## src/tcc_pkg.sv

```systemverilog
package tcc_pkg;

    localparam int MAX_COLS    = 128;
    localparam int MAX_ROWS    = 32;
    localparam int TAB_WIDTH   = 4;
    localparam int MIN_COLS    = 5;
    localparam int MIN_ROWS    = 2;
    localparam int COLS_W      = $clog2(MAX_COLS + 1);
    localparam int ROWS_W      = $clog2(MAX_ROWS + 1);
    localparam int QUEUE_DEPTH = 2;
    localparam int QPTR_W      = (QUEUE_DEPTH > 1) ? $clog2(QUEUE_DEPTH) : 1;
    localparam int QCNT_W      = $clog2(QUEUE_DEPTH + 1);

    localparam logic [7:0] CHAR_TAB = 8'd9;
    localparam logic [7:0] CHAR_LF  = 8'd10;
    localparam logic [7:0] CHAR_CR  = 8'd13;

    localparam logic [7:0] COLS_RESET = 8'd80;
    localparam logic [5:0] ROWS_RESET = 6'd30;

    localparam logic [1:0] REG_COLS = 2'd0;
    localparam logic [1:0] REG_ROWS = 2'd1;

    localparam logic CMD_PUT   = 1'b0;
    localparam logic CMD_CLEAR = 1'b1;

    typedef enum logic [1:0] {
        OP_WRITE  = 2'd0,
        OP_CLEAR  = 2'd1,
        OP_SCROLL = 2'd2,
        OP_CURSOR = 2'd3
    } op_kind_t;

    typedef enum logic [1:0] {
        KIND_CLS = 2'd0,
        KIND_NL  = 2'd1,
        KIND_TAB = 2'd2,
        KIND_PUT = 2'd3
    } item_kind_t;

    typedef struct packed {
        item_kind_t  kind;
        logic [7:0]  char_code;
        logic [4:0]  clear_rows;
    } item_t;

    typedef struct packed {
        logic  valid;
        item_t item;
    } head_t;

endpackage

```

## src/tcc_if.sv

```systemverilog
interface tcc_req_if;
    logic       valid;
    logic       ready;
    logic       command;
    logic [7:0] char_code;
    logic [4:0] clear_rows;

    modport source (output valid, output command, output char_code, output clear_rows,
                    input ready);
    modport sink (input valid, input command, input char_code, input clear_rows,
                  output ready);
endinterface

interface tcc_rsp_if;
    logic        valid;
    logic        ready;
    logic [1:0]  op_kind;
    logic [4:0]  cell_row;
    logic [6:0]  cell_col;
    logic [7:0]  cell_char;
    logic [11:0] span_length;
    logic [11:0] cursor_address;
    logic        last;

    modport source (output valid, output op_kind, output cell_row, output cell_col,
                    output cell_char, output span_length, output cursor_address,
                    output last, input ready);
    modport sink (input valid, input op_kind, input cell_row, input cell_col,
                  input cell_char, input span_length, input cursor_address,
                  input last, output ready);
endinterface

interface tcc_cfg_if;
    logic       valid;
    logic       ready;
    logic [1:0] index;
    logic [7:0] data;

    modport source (output valid, output index, output data, input ready);
    modport sink (input valid, input index, input data, output ready);
endinterface

```

## src/tcc_front.sv

```systemverilog
module tcc_front (
    input  logic           clk,
    input  logic           rst_n,
    tcc_req_if.sink        req,
    output tcc_pkg::head_t head,
    input  logic           pop
);

    tcc_pkg::item_t                 queue_reg [tcc_pkg::QUEUE_DEPTH];
    logic [tcc_pkg::QPTR_W-1:0]     wr_ptr_reg;
    logic [tcc_pkg::QPTR_W-1:0]     rd_ptr_reg;
    logic [tcc_pkg::QCNT_W-1:0]     count_reg;
    logic [tcc_pkg::QCNT_W-1:0]     count_next;
    logic                           accept;
    logic                           push;
    logic                           do_pop;
    tcc_pkg::item_t                 item_in;

    assign req.ready = (count_reg != tcc_pkg::QCNT_W'(tcc_pkg::QUEUE_DEPTH));
    assign accept    = req.valid && req.ready;
    // carriage return is swallowed here, it never reaches the back end
    assign push      = accept && !(req.command == tcc_pkg::CMD_PUT &&
                                   req.char_code == tcc_pkg::CHAR_CR);
    assign do_pop    = pop && (count_reg != '0);

    always_comb
    begin
        item_in.char_code  = req.char_code;
        item_in.clear_rows = req.clear_rows;
        if (req.command == tcc_pkg::CMD_CLEAR)
        begin
            item_in.kind = tcc_pkg::KIND_CLS;
        end
        else if (req.char_code == tcc_pkg::CHAR_LF)
        begin
            item_in.kind = tcc_pkg::KIND_NL;
        end
        else if (req.char_code == tcc_pkg::CHAR_TAB)
        begin
            item_in.kind = tcc_pkg::KIND_TAB;
        end
        else
        begin
            item_in.kind = tcc_pkg::KIND_PUT;
        end
    end

    always_comb
    begin
        count_next = count_reg;
        if (push && !do_pop)
        begin
            count_next = count_reg + 1'b1;
        end
        else if (do_pop && !push)
        begin
            count_next = count_reg - 1'b1;
        end
    end

    always_ff @(posedge clk or negedge rst_n)
    begin
        if (!rst_n)
        begin
            wr_ptr_reg <= '0;
            rd_ptr_reg <= '0;
            count_reg  <= '0;
        end
        else
        begin
            count_reg <= count_next;
            if (push)
            begin
                if (wr_ptr_reg == tcc_pkg::QPTR_W'(tcc_pkg::QUEUE_DEPTH - 1))
                begin
                    wr_ptr_reg <= '0;
                end
                else
                begin
                    wr_ptr_reg <= wr_ptr_reg + 1'b1;
                end
            end
            if (do_pop)
            begin
                if (rd_ptr_reg == tcc_pkg::QPTR_W'(tcc_pkg::QUEUE_DEPTH - 1))
                begin
                    rd_ptr_reg <= '0;
                end
                else
                begin
                    rd_ptr_reg <= rd_ptr_reg + 1'b1;
                end
            end
        end
    end

    always_ff @(posedge clk)
    begin
        if (push)
        begin
            queue_reg[wr_ptr_reg] <= item_in;
        end
    end

    assign head.valid = (count_reg != '0);
    assign head.item  = queue_reg[rd_ptr_reg];

endmodule

```

## src/tcc_back.sv

```systemverilog
module tcc_back (
    input  logic           clk,
    input  logic           rst_n,
    input  tcc_pkg::head_t head,
    output logic           pop,
    tcc_cfg_if.sink        cfg,
    tcc_rsp_if.source      rsp
);

    typedef enum logic [2:0] {
        S_NL_CLEAR,
        S_NL_SCROLL,
        S_NL_CURSOR,
        S_TAB_CLEAR,
        S_WRITE,
        S_CURSOR,
        S_CLS_CURSOR,
        S_CLS_SPAN
    } step_t;

    step_t       step_reg, step_next, step_first, step_cur;
    logic        active_reg, active_next;
    logic [4:0]  row_reg, row_next;
    logic [7:0]  col_reg, col_next;
    logic [7:0]  cols_cfg_reg;
    logic [5:0]  rows_cfg_reg;

    logic        out_valid_reg;
    logic [1:0]  op_kind_reg, op_kind_next;
    logic [4:0]  cell_row_reg, cell_row_next;
    logic [6:0]  cell_col_reg, cell_col_next;
    logic [7:0]  cell_char_reg, cell_char_next;
    logic [11:0] span_length_reg, span_length_next;
    logic [11:0] cursor_address_reg, cursor_address_next;
    logic        last_reg, last_next;

    logic [tcc_pkg::COLS_W-1:0] eff_cols;
    logic [tcc_pkg::ROWS_W-1:0] eff_rows;
    logic [tcc_pkg::ROWS_W-1:0] scroll_row;
    logic [15:0]                cursor_addr_full;
    logic                       have_work, load_ok, fire;

    assign cfg.ready = 1'b1;

    always_comb
    begin
        if (16'(cols_cfg_reg) < 16'(tcc_pkg::MIN_COLS))
        begin
            eff_cols = tcc_pkg::COLS_W'(tcc_pkg::MIN_COLS);
        end
        else if (16'(cols_cfg_reg) > 16'(tcc_pkg::MAX_COLS))
        begin
            eff_cols = tcc_pkg::COLS_W'(tcc_pkg::MAX_COLS);
        end
        else
        begin
            eff_cols = tcc_pkg::COLS_W'(cols_cfg_reg);
        end
        if (16'(rows_cfg_reg) < 16'(tcc_pkg::MIN_ROWS))
        begin
            eff_rows = tcc_pkg::ROWS_W'(tcc_pkg::MIN_ROWS);
        end
        else if (16'(rows_cfg_reg) > 16'(tcc_pkg::MAX_ROWS))
        begin
            eff_rows = tcc_pkg::ROWS_W'(tcc_pkg::MAX_ROWS);
        end
        else
        begin
            eff_rows = tcc_pkg::ROWS_W'(rows_cfg_reg);
        end
    end

    assign scroll_row       = eff_rows - tcc_pkg::ROWS_W'(2);
    assign cursor_addr_full = 16'(row_reg) * 16'(eff_cols) + 16'(col_reg);

    // first step of the item at the queue head, picked from the live cursor
    always_comb
    begin
        case (head.item.kind)
            tcc_pkg::KIND_CLS:
            begin
                step_first = S_CLS_CURSOR;
            end
            tcc_pkg::KIND_NL:
            begin
                step_first = S_NL_CLEAR;
            end
            tcc_pkg::KIND_TAB:
            begin
                if (16'(col_reg) + 16'(tcc_pkg::TAB_WIDTH) >= 16'(eff_cols))
                begin
                    step_first = S_NL_CLEAR;
                end
                else
                begin
                    step_first = S_TAB_CLEAR;
                end
            end
            default:
            begin
                if (16'(col_reg) >= 16'(eff_cols))
                begin
                    step_first = S_NL_CLEAR;
                end
                else
                begin
                    step_first = S_WRITE;
                end
            end
        endcase
    end

    assign have_work = active_reg || head.valid;
    assign load_ok   = !out_valid_reg || rsp.ready;
    assign fire      = have_work && load_ok;
    assign step_cur  = active_reg ? step_reg : step_first;

    always_comb
    begin
        step_next           = step_cur;
        row_next            = row_reg;
        col_next            = col_reg;
        op_kind_next        = tcc_pkg::OP_CURSOR;
        cell_row_next       = '0;
        cell_col_next       = '0;
        cell_char_next      = '0;
        span_length_next    = '0;
        cursor_address_next = '0;
        last_next           = 1'b0;
        case (step_cur)
            S_NL_CLEAR:
            begin
                op_kind_next  = tcc_pkg::OP_CLEAR;
                cell_row_next = row_reg;
                cell_col_next = col_reg[6:0];
                if (16'(col_reg) < 16'(eff_cols))
                begin
                    span_length_next = 12'(16'(eff_cols) - 16'(col_reg));
                end
                col_next = '0;
                if (16'(row_reg) >= 16'(scroll_row))
                begin
                    step_next = S_NL_SCROLL;
                end
                else
                begin
                    row_next  = row_reg + 1'b1;
                    step_next = S_NL_CURSOR;
                end
            end
            S_NL_SCROLL:
            begin
                op_kind_next = tcc_pkg::OP_SCROLL;
                row_next     = 5'(scroll_row);
                step_next    = S_NL_CURSOR;
            end
            S_NL_CURSOR:
            begin
                op_kind_next        = tcc_pkg::OP_CURSOR;
                cursor_address_next = cursor_addr_full[11:0];
                case (head.item.kind)
                    tcc_pkg::KIND_TAB:
                    begin
                        step_next = S_CURSOR;
                    end
                    tcc_pkg::KIND_PUT:
                    begin
                        step_next = S_WRITE;
                    end
                    default:
                    begin
                        last_next = 1'b1;
                    end
                endcase
            end
            S_TAB_CLEAR:
            begin
                op_kind_next     = tcc_pkg::OP_CLEAR;
                cell_row_next    = row_reg;
                cell_col_next    = col_reg[6:0];
                span_length_next = 12'(tcc_pkg::TAB_WIDTH) -
                                   12'(col_reg % tcc_pkg::TAB_WIDTH);
                col_next         = 8'((16'(col_reg) + 16'(tcc_pkg::TAB_WIDTH)) &
                                      ~16'(tcc_pkg::TAB_WIDTH - 1));
                step_next        = S_CURSOR;
            end
            S_WRITE:
            begin
                op_kind_next   = tcc_pkg::OP_WRITE;
                cell_row_next  = row_reg;
                cell_col_next  = col_reg[6:0];
                cell_char_next = head.item.char_code;
                col_next       = col_reg + 1'b1;
                step_next      = S_CURSOR;
            end
            S_CURSOR:
            begin
                op_kind_next        = tcc_pkg::OP_CURSOR;
                cursor_address_next = cursor_addr_full[11:0];
                last_next           = 1'b1;
            end
            S_CLS_CURSOR:
            begin
                // home cursor, address of row 0 column 0 is zero
                op_kind_next = tcc_pkg::OP_CURSOR;
                row_next     = '0;
                col_next     = '0;
                step_next    = S_CLS_SPAN;
            end
            default:
            begin
                op_kind_next     = tcc_pkg::OP_CLEAR;
                span_length_next = 12'(32'(head.item.clear_rows) * tcc_pkg::MAX_COLS);
                last_next        = 1'b1;
            end
        endcase
    end

    assign pop         = fire && last_next;
    assign active_next = fire ? !last_next : active_reg;

    always_ff @(posedge clk or negedge rst_n)
    begin
        if (!rst_n)
        begin
            step_reg           <= S_CURSOR;
            active_reg         <= 1'b0;
            row_reg            <= '0;
            col_reg            <= '0;
            cols_cfg_reg       <= tcc_pkg::COLS_RESET;
            rows_cfg_reg       <= tcc_pkg::ROWS_RESET;
            out_valid_reg      <= 1'b0;
            op_kind_reg        <= '0;
            cell_row_reg       <= '0;
            cell_col_reg       <= '0;
            cell_char_reg      <= '0;
            span_length_reg    <= '0;
            cursor_address_reg <= '0;
            last_reg           <= 1'b0;
        end
        else
        begin
            if (cfg.valid)
            begin
                case (cfg.index)
                    tcc_pkg::REG_COLS:
                    begin
                        cols_cfg_reg <= cfg.data;
                    end
                    tcc_pkg::REG_ROWS:
                    begin
                        rows_cfg_reg <= cfg.data[5:0];
                    end
                    default:
                    begin
                    end
                endcase
            end
            if (load_ok)
            begin
                out_valid_reg <= fire;
            end
            if (fire)
            begin
                step_reg           <= step_next;
                active_reg         <= active_next;
                row_reg            <= row_next;
                col_reg            <= col_next;
                op_kind_reg        <= op_kind_next;
                cell_row_reg       <= cell_row_next;
                cell_col_reg       <= cell_col_next;
                cell_char_reg      <= cell_char_next;
                span_length_reg    <= span_length_next;
                cursor_address_reg <= cursor_address_next;
                last_reg           <= last_next;
            end
        end
    end

    assign rsp.valid          = out_valid_reg;
    assign rsp.op_kind        = op_kind_reg;
    assign rsp.cell_row       = cell_row_reg;
    assign rsp.cell_col       = cell_col_reg;
    assign rsp.cell_char      = cell_char_reg;
    assign rsp.span_length    = span_length_reg;
    assign rsp.cursor_address = cursor_address_reg;
    assign rsp.last           = last_reg;

endmodule

```

## src/text_console_cursor_engine.sv

```systemverilog
// Text console cursor engine. Each request beat (put character or clear screen) turns into
// two to five text-buffer operations on rsp, one beat per cycle unless rsp stalls, the final
// one flagged by last; carriage return produces nothing. The front end classifies requests
// into a two-entry queue, so it keeps taking beats while the queue has room and the back end
// sequencer works; the sequencer emits one operation per cycle into an output register while rsp is ready (a
// newline with scroll on a wrapped character is the longest item, at five operations). The
// cursor address is row times visible columns plus column, computed in the same cycle.
// Configuration writes (index 0 columns, 1 rows) are always ready and must be made while idle.
module text_console_cursor_engine (
    input  logic      clk,
    input  logic      rst_n,
    tcc_req_if.sink   req,
    tcc_rsp_if.source rsp,
    tcc_cfg_if.sink   cfg
);

    tcc_pkg::head_t head;
    logic           pop;

    tcc_front u_front (
        .clk   (clk),
        .rst_n (rst_n),
        .req   (req),
        .head  (head),
        .pop   (pop)
    );

    tcc_back u_back (
        .clk   (clk),
        .rst_n (rst_n),
        .head  (head),
        .pop   (pop),
        .cfg   (cfg),
        .rsp   (rsp)
    );

endmodule
```

## src/flat_wrapper.sv

```systemverilog
// flat-port wrapper written by rule: the top's interface ports become plain ports
module text_console_cursor_engine_flat 
  (clk, rst_n, req_valid, req_command, req_char_code, req_clear_rows, req_ready, rsp_valid, rsp_op_kind, rsp_cell_row, rsp_cell_col, rsp_cell_char, rsp_span_length, rsp_cursor_address, rsp_last, rsp_ready, cfg_valid, cfg_index, cfg_data, cfg_ready);
  tcc_req_if req_i ();
  tcc_rsp_if rsp_i ();
  tcc_cfg_if cfg_i ();
  input  logic clk;
  input  logic rst_n;
  input wire logic [$bits(req_i.valid)-1:0] req_valid;
  input wire logic [$bits(req_i.command)-1:0] req_command;
  input wire logic [$bits(req_i.char_code)-1:0] req_char_code;
  input wire logic [$bits(req_i.clear_rows)-1:0] req_clear_rows;
  output wire logic [$bits(req_i.ready)-1:0] req_ready;
  output wire logic [$bits(rsp_i.valid)-1:0] rsp_valid;
  output wire logic [$bits(rsp_i.op_kind)-1:0] rsp_op_kind;
  output wire logic [$bits(rsp_i.cell_row)-1:0] rsp_cell_row;
  output wire logic [$bits(rsp_i.cell_col)-1:0] rsp_cell_col;
  output wire logic [$bits(rsp_i.cell_char)-1:0] rsp_cell_char;
  output wire logic [$bits(rsp_i.span_length)-1:0] rsp_span_length;
  output wire logic [$bits(rsp_i.cursor_address)-1:0] rsp_cursor_address;
  output wire logic [$bits(rsp_i.last)-1:0] rsp_last;
  input wire logic [$bits(rsp_i.ready)-1:0] rsp_ready;
  input wire logic [$bits(cfg_i.valid)-1:0] cfg_valid;
  input wire logic [$bits(cfg_i.index)-1:0] cfg_index;
  input wire logic [$bits(cfg_i.data)-1:0] cfg_data;
  output wire logic [$bits(cfg_i.ready)-1:0] cfg_ready;
  assign req_i.valid = req_valid;
  assign req_i.command = req_command;
  assign req_i.char_code = req_char_code;
  assign req_i.clear_rows = req_clear_rows;
  assign req_ready = req_i.ready;
  assign rsp_valid = rsp_i.valid;
  assign rsp_op_kind = rsp_i.op_kind;
  assign rsp_cell_row = rsp_i.cell_row;
  assign rsp_cell_col = rsp_i.cell_col;
  assign rsp_cell_char = rsp_i.cell_char;
  assign rsp_span_length = rsp_i.span_length;
  assign rsp_cursor_address = rsp_i.cursor_address;
  assign rsp_last = rsp_i.last;
  assign rsp_i.ready = rsp_ready;
  assign cfg_i.valid = cfg_valid;
  assign cfg_i.index = cfg_index;
  assign cfg_i.data = cfg_data;
  assign cfg_ready = cfg_i.ready;
  text_console_cursor_engine u_core (.clk(clk), .rst_n(rst_n), .req(req_i), .rsp(rsp_i), .cfg(cfg_i));
endmodule
```

## config.mk

```make
export PLATFORM = sky130hd
export DESIGN_NAME = text_console_cursor_engine_flat
export DESIGN_NICKNAME = d
export VERILOG_FILES = /design/src/tcc_pkg.sv /design/src/tcc_if.sv /design/src/tcc_front.sv /design/src/tcc_back.sv /design/src/text_console_cursor_engine.sv /design/src/flat_wrapper.sv
export SDC_FILE = /design/constraint.sdc
export NUM_CORES = 1
export LEC_CHECK = 0
export BUFFER_PORTS_ARGS = -buffer_cell sky130_fd_sc_hd__buf_2
export CAP_MARGIN = 5
export CORE_ASPECT_RATIO = 2
export CORE_UTILIZATION = 54
export CTS_BUF_LIST = sky130_fd_sc_hd__clkbuf_8
export CTS_CLUSTER_SIZE = 14
export DETAILED_ROUTE_END_ITERATION = 8
export HOLD_SLACK_MARGIN = 0.12
export PLACE_DENSITY = 0.77
export SLEW_MARGIN = 0
export SYNTH_ARGS = -nofsm -noshare
export SYNTH_HDL_FRONTEND = slang
export SYNTH_SLANG_ARGS = --single-unit
```

## constraint.sdc

```tcl
create_clock -name clk -period 4.3 [get_ports clk]
set_input_delay 0.86 -clock clk [delete_from_list [all_inputs] [get_ports clk]]
set_output_delay 0.86 -clock clk [all_outputs]
set_load 0.05 [all_outputs]
```

==> results of run 1 <==
## timing repair
item                       in CTS  in global routing
resized for setup               5                 26
setup endpoints to repair       4                  5
pin swaps                       3                 15
buffers inserted                0                  2
## final cells by class
cell class	instances	share of cell area, %
Clock buffer	19	3.11
Sequential cell	113	35.6
Clock inverter	13	1.89
Timing Repair Buffer	112	7.75
Multi-Input combinational cell	480	46.7
Tap cell	152	2.27
Inverter	60	2.68
## through the flow
| step | instances | util (%) |
|---|---|---|
| 5_1_grt | 949 | 65.0 |
| 3_5_place_dp | 915 | 60.6 |
| 2_1_floorplan | 681 | - |
| 3_3_place_gp | 915 | 60.6 |
| 6_report | 949 | 65.0 |
| 4_1_cts | 947 | 64.0 |
## kinds of logic (layout without fill, tap and decap cells)
logic type	Yosys count	in the layout
xor+xnor	23	23
flops	113	113
fa+ha+maj	73	73
other cells	1	1
buf+inv	88	204
simple gates	197	197
compound gates	155	155
mux	31	31
## critical path, cell delays in order, from the launching register on
cell     delay [ns]
dfstp_2        0.58
nor4_4         0.06
buf_4          0.15
nor2_1         0.12
nor2_2         0.09
inv_2          0.17
nor2_4         0.05
fa_1           0.53
inv_1          0.06
fa_1           0.50
fa_1           0.54
inv_1          0.08
ha_4           0.26
nand2_1        0.11
o21ai_2        0.09
o41ai_2        0.22
buf_4          0.18
mux2i_1        0.18
nand4_1        0.10
nand2_1        0.10
## worst paths after layout
check,to,cells past startpoint,slack [ns]
max,u_core.u_back.rsp.cursor_address[11]$_DFFE_PN0P_,19,0.08
min,u_core.u_back.rsp.cursor_address[6]$_DFFE_PN0P_,2,0.47
max reg2reg,u_core.u_back.rsp.cursor_address[11]$_DFFE_PN0P_,19,0.08
min reg2reg,u_core.u_back.rsp.cursor_address[6]$_DFFE_PN0P_,2,0.47
max in group asynchronous,u_core.u_back.rsp.valid$_DFFE_PN0N_,1,3.01
min in group asynchronous,u_core.u_back.rsp.cursor_address[4]$_DFFE_PN0P_,1,0.61
## metal layers
metal  wire length [um]  part of all wire, %  up-vias  global-route usage (%)
met2              10200                   55      191                    52.4
li1                   -                    -     2629                       -
met4               1450                  7.8        0                    23.3
met3                683                  3.7       78                    5.05
met5                  0                    0        -                       0
met1               6160                   33     2840                    25.7
## placed cells by master, fill, tap and decap left out, drive strengths merged, types with 9 or more instances in the layout
cell    instances
a22o           23
a21o            9
edfxtp         30
mux2i          15
mux2           16
a21oi          20
dfrtp          75
inv            61
nand2b         10
fa             26
nor2           54
o21ai          22
buf           112
clkbuf         19
ha             47
nand3          17
o31ai          12
nand2          56
nor3           16
and2           10
a31oi          11
xnor2          16
nor2b          11
## power breakdown
part	internal, uW	leakage (uW)	switching [uW]
sequential	1490	0.00134	371
clock	602	0.000204	471
combinational	1630	0.00234	2770
total	3720	0.00388	3610
==> results.md, run 1 <==
- Initial antenna violation count: 0
- Max Freq: 237 MHz
- Crit-path max FO: 4
- Main combinational cell family by area after synthesis: compound AO/OA/AOI/OAI gates
- Register area: 2990 sq um
- Share of layout cells above drive strength 1: 26.2%
- Vias in the first global route: 6146
- Maximum vdd drop: 0.000866 V
- Wirelength per Cell: 19.5 um
- Headroom to the max-slew limit: 29.4%
- CTS Sinks: 113
- Asr flop ratio synth: between 70% and 80%
- First DRT Iteration DRCs: 336
- CTS max path bufs: 2
- DR vias: around 5700
- # fillers: ~980
- Core Area: between 10000 and 15000 sq um
- Mux contribution to synthesized area: about 4.6%
- Compound-Gate Fraction of Synth Area: 16.9%
- Outcome: finished clean
- Rows: 59
- Syn nets: 783
- Die area: 13700 sq um
- Clk_skew: 0.0102 ns
- Router iterations before antenna repair: 5
- Crit start category: flop
- Netlist cell types: 69
- Yosys warning count: 0
- Max-cap violation count: 0
- Hold buffer count at cts: 0
- Starting density of the core: approximately 55%
- Max FFs per register: 30
- HP Start: u_core.u_back.rsp.cursor_address[6]$_DFFE_PN0P_
- Worst Max-Slew Pin Slew: 1.06 ns
- Pins Over Slew Limit: 0
- Total GRT Usage: 27.9%
- Synthesized flop and latch total: 113
- Yosys top cell by area: dfrtp_1
- I/O pin count: 79
- GP Congestion: 0.956
- Number of enable flip-flop cells after synthesis: 30
- Syn Std Cell Area: 7140 sq um
- Vias per Instance: around 6
- Root Driver: clkbuf_8
- Largest net degree at the start of global routing: 84
- Post-DP Area: about 7800 sq um
- Worst setup path start: u_core.u_back.cols_cfg_reg[4]$_DFFE_PN1P_
- Crit end category: flop
- Setup CP Type: reg2reg
- Synth Area in Simple Gates: 13.2%
- Main synth FF type: dfrtp_1
- CTS Buf Count: 17
- Final wirelength: ~18 mm
- Final nets: 886
- Worst EP arrival: 4.60 ns
- Die H: 165 um
- Finished Cell Area: 8400 sq um
- Final-report setup violation count: 0
- Post-route worst setup slack: 0.0771 ns
- First-pass GRT wire length: 29.2 mm
- Synth Area in XOR/XNOR: 2.82%
- H-tree Lvls: 4
- Final total power: about 7300 uW
- Final Critical Period: 4.22 ns
- I/O Buffers: 77
- Die width: 83.3 um
- DRC viols: 0
- Post-synthesis cell count: 681
- RSZ-0062 raised after global routing: true
- Post-route clock period utilization: 98.2%
- Synthesized area per cell: 10.5 sq um
- Clock slew at reported path FFs: 0.07 ns
- Worst skew pair latency: 0.44 ns
- Area growth from synthesis to layout: 17.6%
- Top cells by area, synth: dfrtp_1, edfxtp_1, ha_1
- Synth cell count leaders: dfrtp_1, inv_1, nand2_1
- Sequential share of the synthesized area: 41.8%
- HPWL Detailed: 13.9 mm
- Min-Delay Path Class: reg2reg
- Lkg Pwr: 0.00388 uW
- Setup TNS: 0 ns
- Number of hold violations in the final report: 0
- Gr ovfl total: 0
- R2R Path Start: u_core.u_back.cols_cfg_reg[4]$_DFFE_PN1P_
- Setup WS pre-CTS: -0.136 ns
- Req. time, crit path: 4.68 ns
- Area occupied by multi-input gates: ~3900 sq um
- Antenna Violating Nets Remaining: 0
- Count leader, synth: dfrtp_1
- Hold Worst Slack: 0.472 ns
- Ant. Diodes: 0
- Synth Area in Adders: 15.5%
- Share of Yosys cell area claimed by the top area cell type: 26.3%
- CTS tree: done
- Power Density: about 870 nW/um^2
Power figures use the tool's default switching activity.
==> run 2: changes to the inputs <==
--- a/config.mk
+++ b/config.mk
@@ -5,15 +5,15 @@
 export SDC_FILE = /design/constraint.sdc
 export NUM_CORES = 1
 export LEC_CHECK = 0
-export BUFFER_PORTS_ARGS = -buffer_cell sky130_fd_sc_hd__buf_2
 export CAP_MARGIN = 5
 export CORE_ASPECT_RATIO = 2
 export CORE_UTILIZATION = 54
 export CTS_BUF_LIST = sky130_fd_sc_hd__clkbuf_8
 export CTS_CLUSTER_SIZE = 14
 export DETAILED_ROUTE_END_ITERATION = 8
+export DONT_BUFFER_PORTS = 1
 export HOLD_SLACK_MARGIN = 0.12
-export PLACE_DENSITY = 0.77
+export PLACE_DENSITY = 0.72
 export SLEW_MARGIN = 0
 export SYNTH_ARGS = -nofsm -noshare
 export SYNTH_HDL_FRONTEND = slang
==> run 2 against run 1 <==
Worst hold slack lost 0.21 ns. Sequential share of layout area grew 1.9 points. Setup slack gained 0.086 ns. Flip-flop and latch count is the same. Via count shrank 7.1%. Register-to-register slack gained 0.09 ns. First-iteration DRC count shrank 10%. Cell count shrank 8.4%. Cell area shrank 5.1%. Combinational power shrank 22%. Sequential power grew 34%. Count of clock-buffer cells in the layout is the same.
==> results.md, run 2 (synthesized netlist as in run 1, its figures left out) <==
- HPWL Detailed: 13.3 mm
- Rows: 59
- I/O pin count: 79
- Area growth from synthesis to layout: 11.6%
- Total GRT Usage: 27.0%
- Worst skew pair latency: 0.44 ns
- Max FFs per register: 30
- Register-to-Register Path Depth: 19
- Clock slew at reported path FFs: 0.07 ns
- Reg2reg setup slack: about 0.16 ns
- Final nets: 806
- Initial antenna violation count: 0
- # fillers: 1012
- Final Critical Period: 4.14 ns
- Outcome: finished clean
- Die area: approximately 14000 sq um
- GP Congestion: 0.960
- Maximum vdd drop: 0.000598 V
- Die width: 83.3 um
- Vias per Instance: 6.13
- Lkg Pwr: around 0.0035 uW
- Router iterations before antenna repair: 5
- Post-route clock period utilization: 96.2%
- Worst Max-Slew Pin Slew: between 0.9 and 1 ns
- CTS tree: done
- Req. time, crit path: about 4.7 ns
- Dpl cells: 835
- Final total power: 6980 uW
- Slowest CP cell: fa_1
- Pins Over Slew Limit: 0
- CTS Sinks: between 100 and 150
- Vias in the first global route: 5728
- Min-Delay Path Class: in2async
- First DRT Iteration DRCs: slightly above 300
- DRC viols: 0
- Clk_skew: 0.0129 ns
- Most common library cell in the layout ignoring fill and taps: dfrtp_1
- First-pass GRT wire length: ~28 mm
- Share of layout cells above drive strength 1: 17.6%
- Fin cells: 869
- Starting density of the core: 55.3%
- Reg2reg end: u_core.u_back.rsp.cursor_address[11]$_DFFE_PN0P_
- Number of hold violations in the final report: 0
- Most frequent cells in the layout: dfrtp_1, inv_1, nand2_1
- Max incr delay on CP: 0.55 ns
- Ant. Diodes: 0
- Headroom to the max-slew limit: 33.8%
- Crit-path max FO: 4
- Die H: 165 um
- Power Density: around 880 nW/um^2
- Worst path cell trace: nor4_2 > buf_4 > nand2b_1 > and3_4 > and2_1 > fa_1 > ha_1 > inv_1 > fa_1 > inv_1 > ha_1 > a21o_1 > a21oi_4 > o21ai_2 > o41ai_2 > buf_4 > mux2i_1 > nand4_1 > nand2_1
- I/O Buffers: 0
- Post-DP Area: between 7000 and 8000 sq um
- Final-report setup violation count: 0
- CTS Buf Count: 17
- R2R Path Start: u_core.u_back.cols_cfg_reg[4]$_DFFE_PN1P_
- Core Area: ~13000 sq um
- CTS max path bufs: 2
- Worst EP arrival: approximately 4.5 ns
- H-tree Lvls: 4
- Gr ovfl total: 0
- Wirelength per Cell: 20.3 um
- Largest net degree at the start of global routing: 76
- Max-cap violation count: 0
- Root Driver: clkbuf_8
- Crit start category: flop
- Final wirelength: 17.6 mm
- Setup CP Type: reg2reg
- Crit end category: flop
- Max Freq: 242 MHz
- DR vias: 5328
- Finished Cell Area: 7970 sq um
- Antenna Violating Nets Remaining: 0
## run 2: metal layers
layer | vias up | track usage (%) | routed length [um]
met1 | 2620 | 23.8 | 5770
met4 | 0 | 21.5 | 1410
met2 | 172 | 51.3 | 9800
met3 | 72 | 6.30 | 648
met5 | - | 0 | 0
li1 | 2464 | - | -
## run 2: worst max-delay path: cells and delay by family, from the launching register on
family	cells	cell delay, ns
compound gates	4	0.66
fa+ha+maj	4	1.51
buf+inv	4	0.46
flops	1	0.38
mux	1	0.17
simple gates	6	0.92
## run 2: per-stage QoR
stage	util (%)	TNS, ns	hold slack (ns)	setup slack, ns
global placement	57.5	-0.00153	0.470	-0.00153
detailed placement	57.5	-0.153	0.483	-0.0695
finish	61.7	0	0.262	0.163
CTS	61.0	0	0.242	0.0112
global route	61.7	-0.0356	0.236	-0.0356
floorplan	-	0	0.455	0.0261
## run 2: worst max-delay path by stage
stage	startpoint	end	slack, ns
4_1_cts	u_core.u_back.cols_cfg_reg[6]$_DFFE_PN1P_	u_core.u_back.rsp.cursor_address[11]$_DFFE_PN0P_	0.01
5_1_grt	u_core.u_back.cols_cfg_reg[4]$_DFFE_PN1P_	u_core.u_back.rsp.cursor_address[11]$_DFFE_PN0P_	-0.04
2_1_floorplan	u_core.u_back.cols_cfg_reg[5]$_DFFE_PN0P_	u_core.u_back.rsp.cursor_address[11]$_DFFE_PN0P_	0.03
3_5_place_dp	u_core.u_back.cols_cfg_reg[5]$_DFFE_PN0P_	u_core.u_back.rsp.cursor_address[11]$_DFFE_PN0P_	-0.07
6_report	u_core.u_back.cols_cfg_reg[4]$_DFFE_PN1P_	u_core.u_back.rsp.cursor_address[11]$_DFFE_PN0P_	0.16
3_3_place_gp	u_core.u_back.cols_cfg_reg[5]$_DFFE_PN0P_	u_core.u_back.rsp.cursor_address[11]$_DFFE_PN0P_	-0.002
## run 2: power by group
part | internal, uW | switching [uW] | leakage [uW]
Sequential | 1470 | 1030 | 0.00134
Combinational | 1460 | 1970 | 0.00196
Clock | 594 | 448 | 0.000215
Total | 3530 | 3440 | 0.00351
## run 2: cell type report
type | count | area (sq um) | area share, %
Sequential cell | 113 | 2990 | 37.5
Clock buffer | 19 | 262 | 3.28
Inverter | 60 | 225 | 2.83
Tap cell | 152 | 190 | 2.39
Multi-Input combinational cell | 480 | 3900 | 48.9
Timing Repair Buffer | 32 | 260 | 3.27
Clock inverter | 13 | 145 | 1.82
## run 2: what timing repair did
item,in CTS,in global routing
endpoints found under the hold margin,75,0
gates resized for setup,6,22
setup buffers,0,2
setup endpoints to repair,4,5
pin swaps,3,18
hold buffers,1,0
cloned,0,0
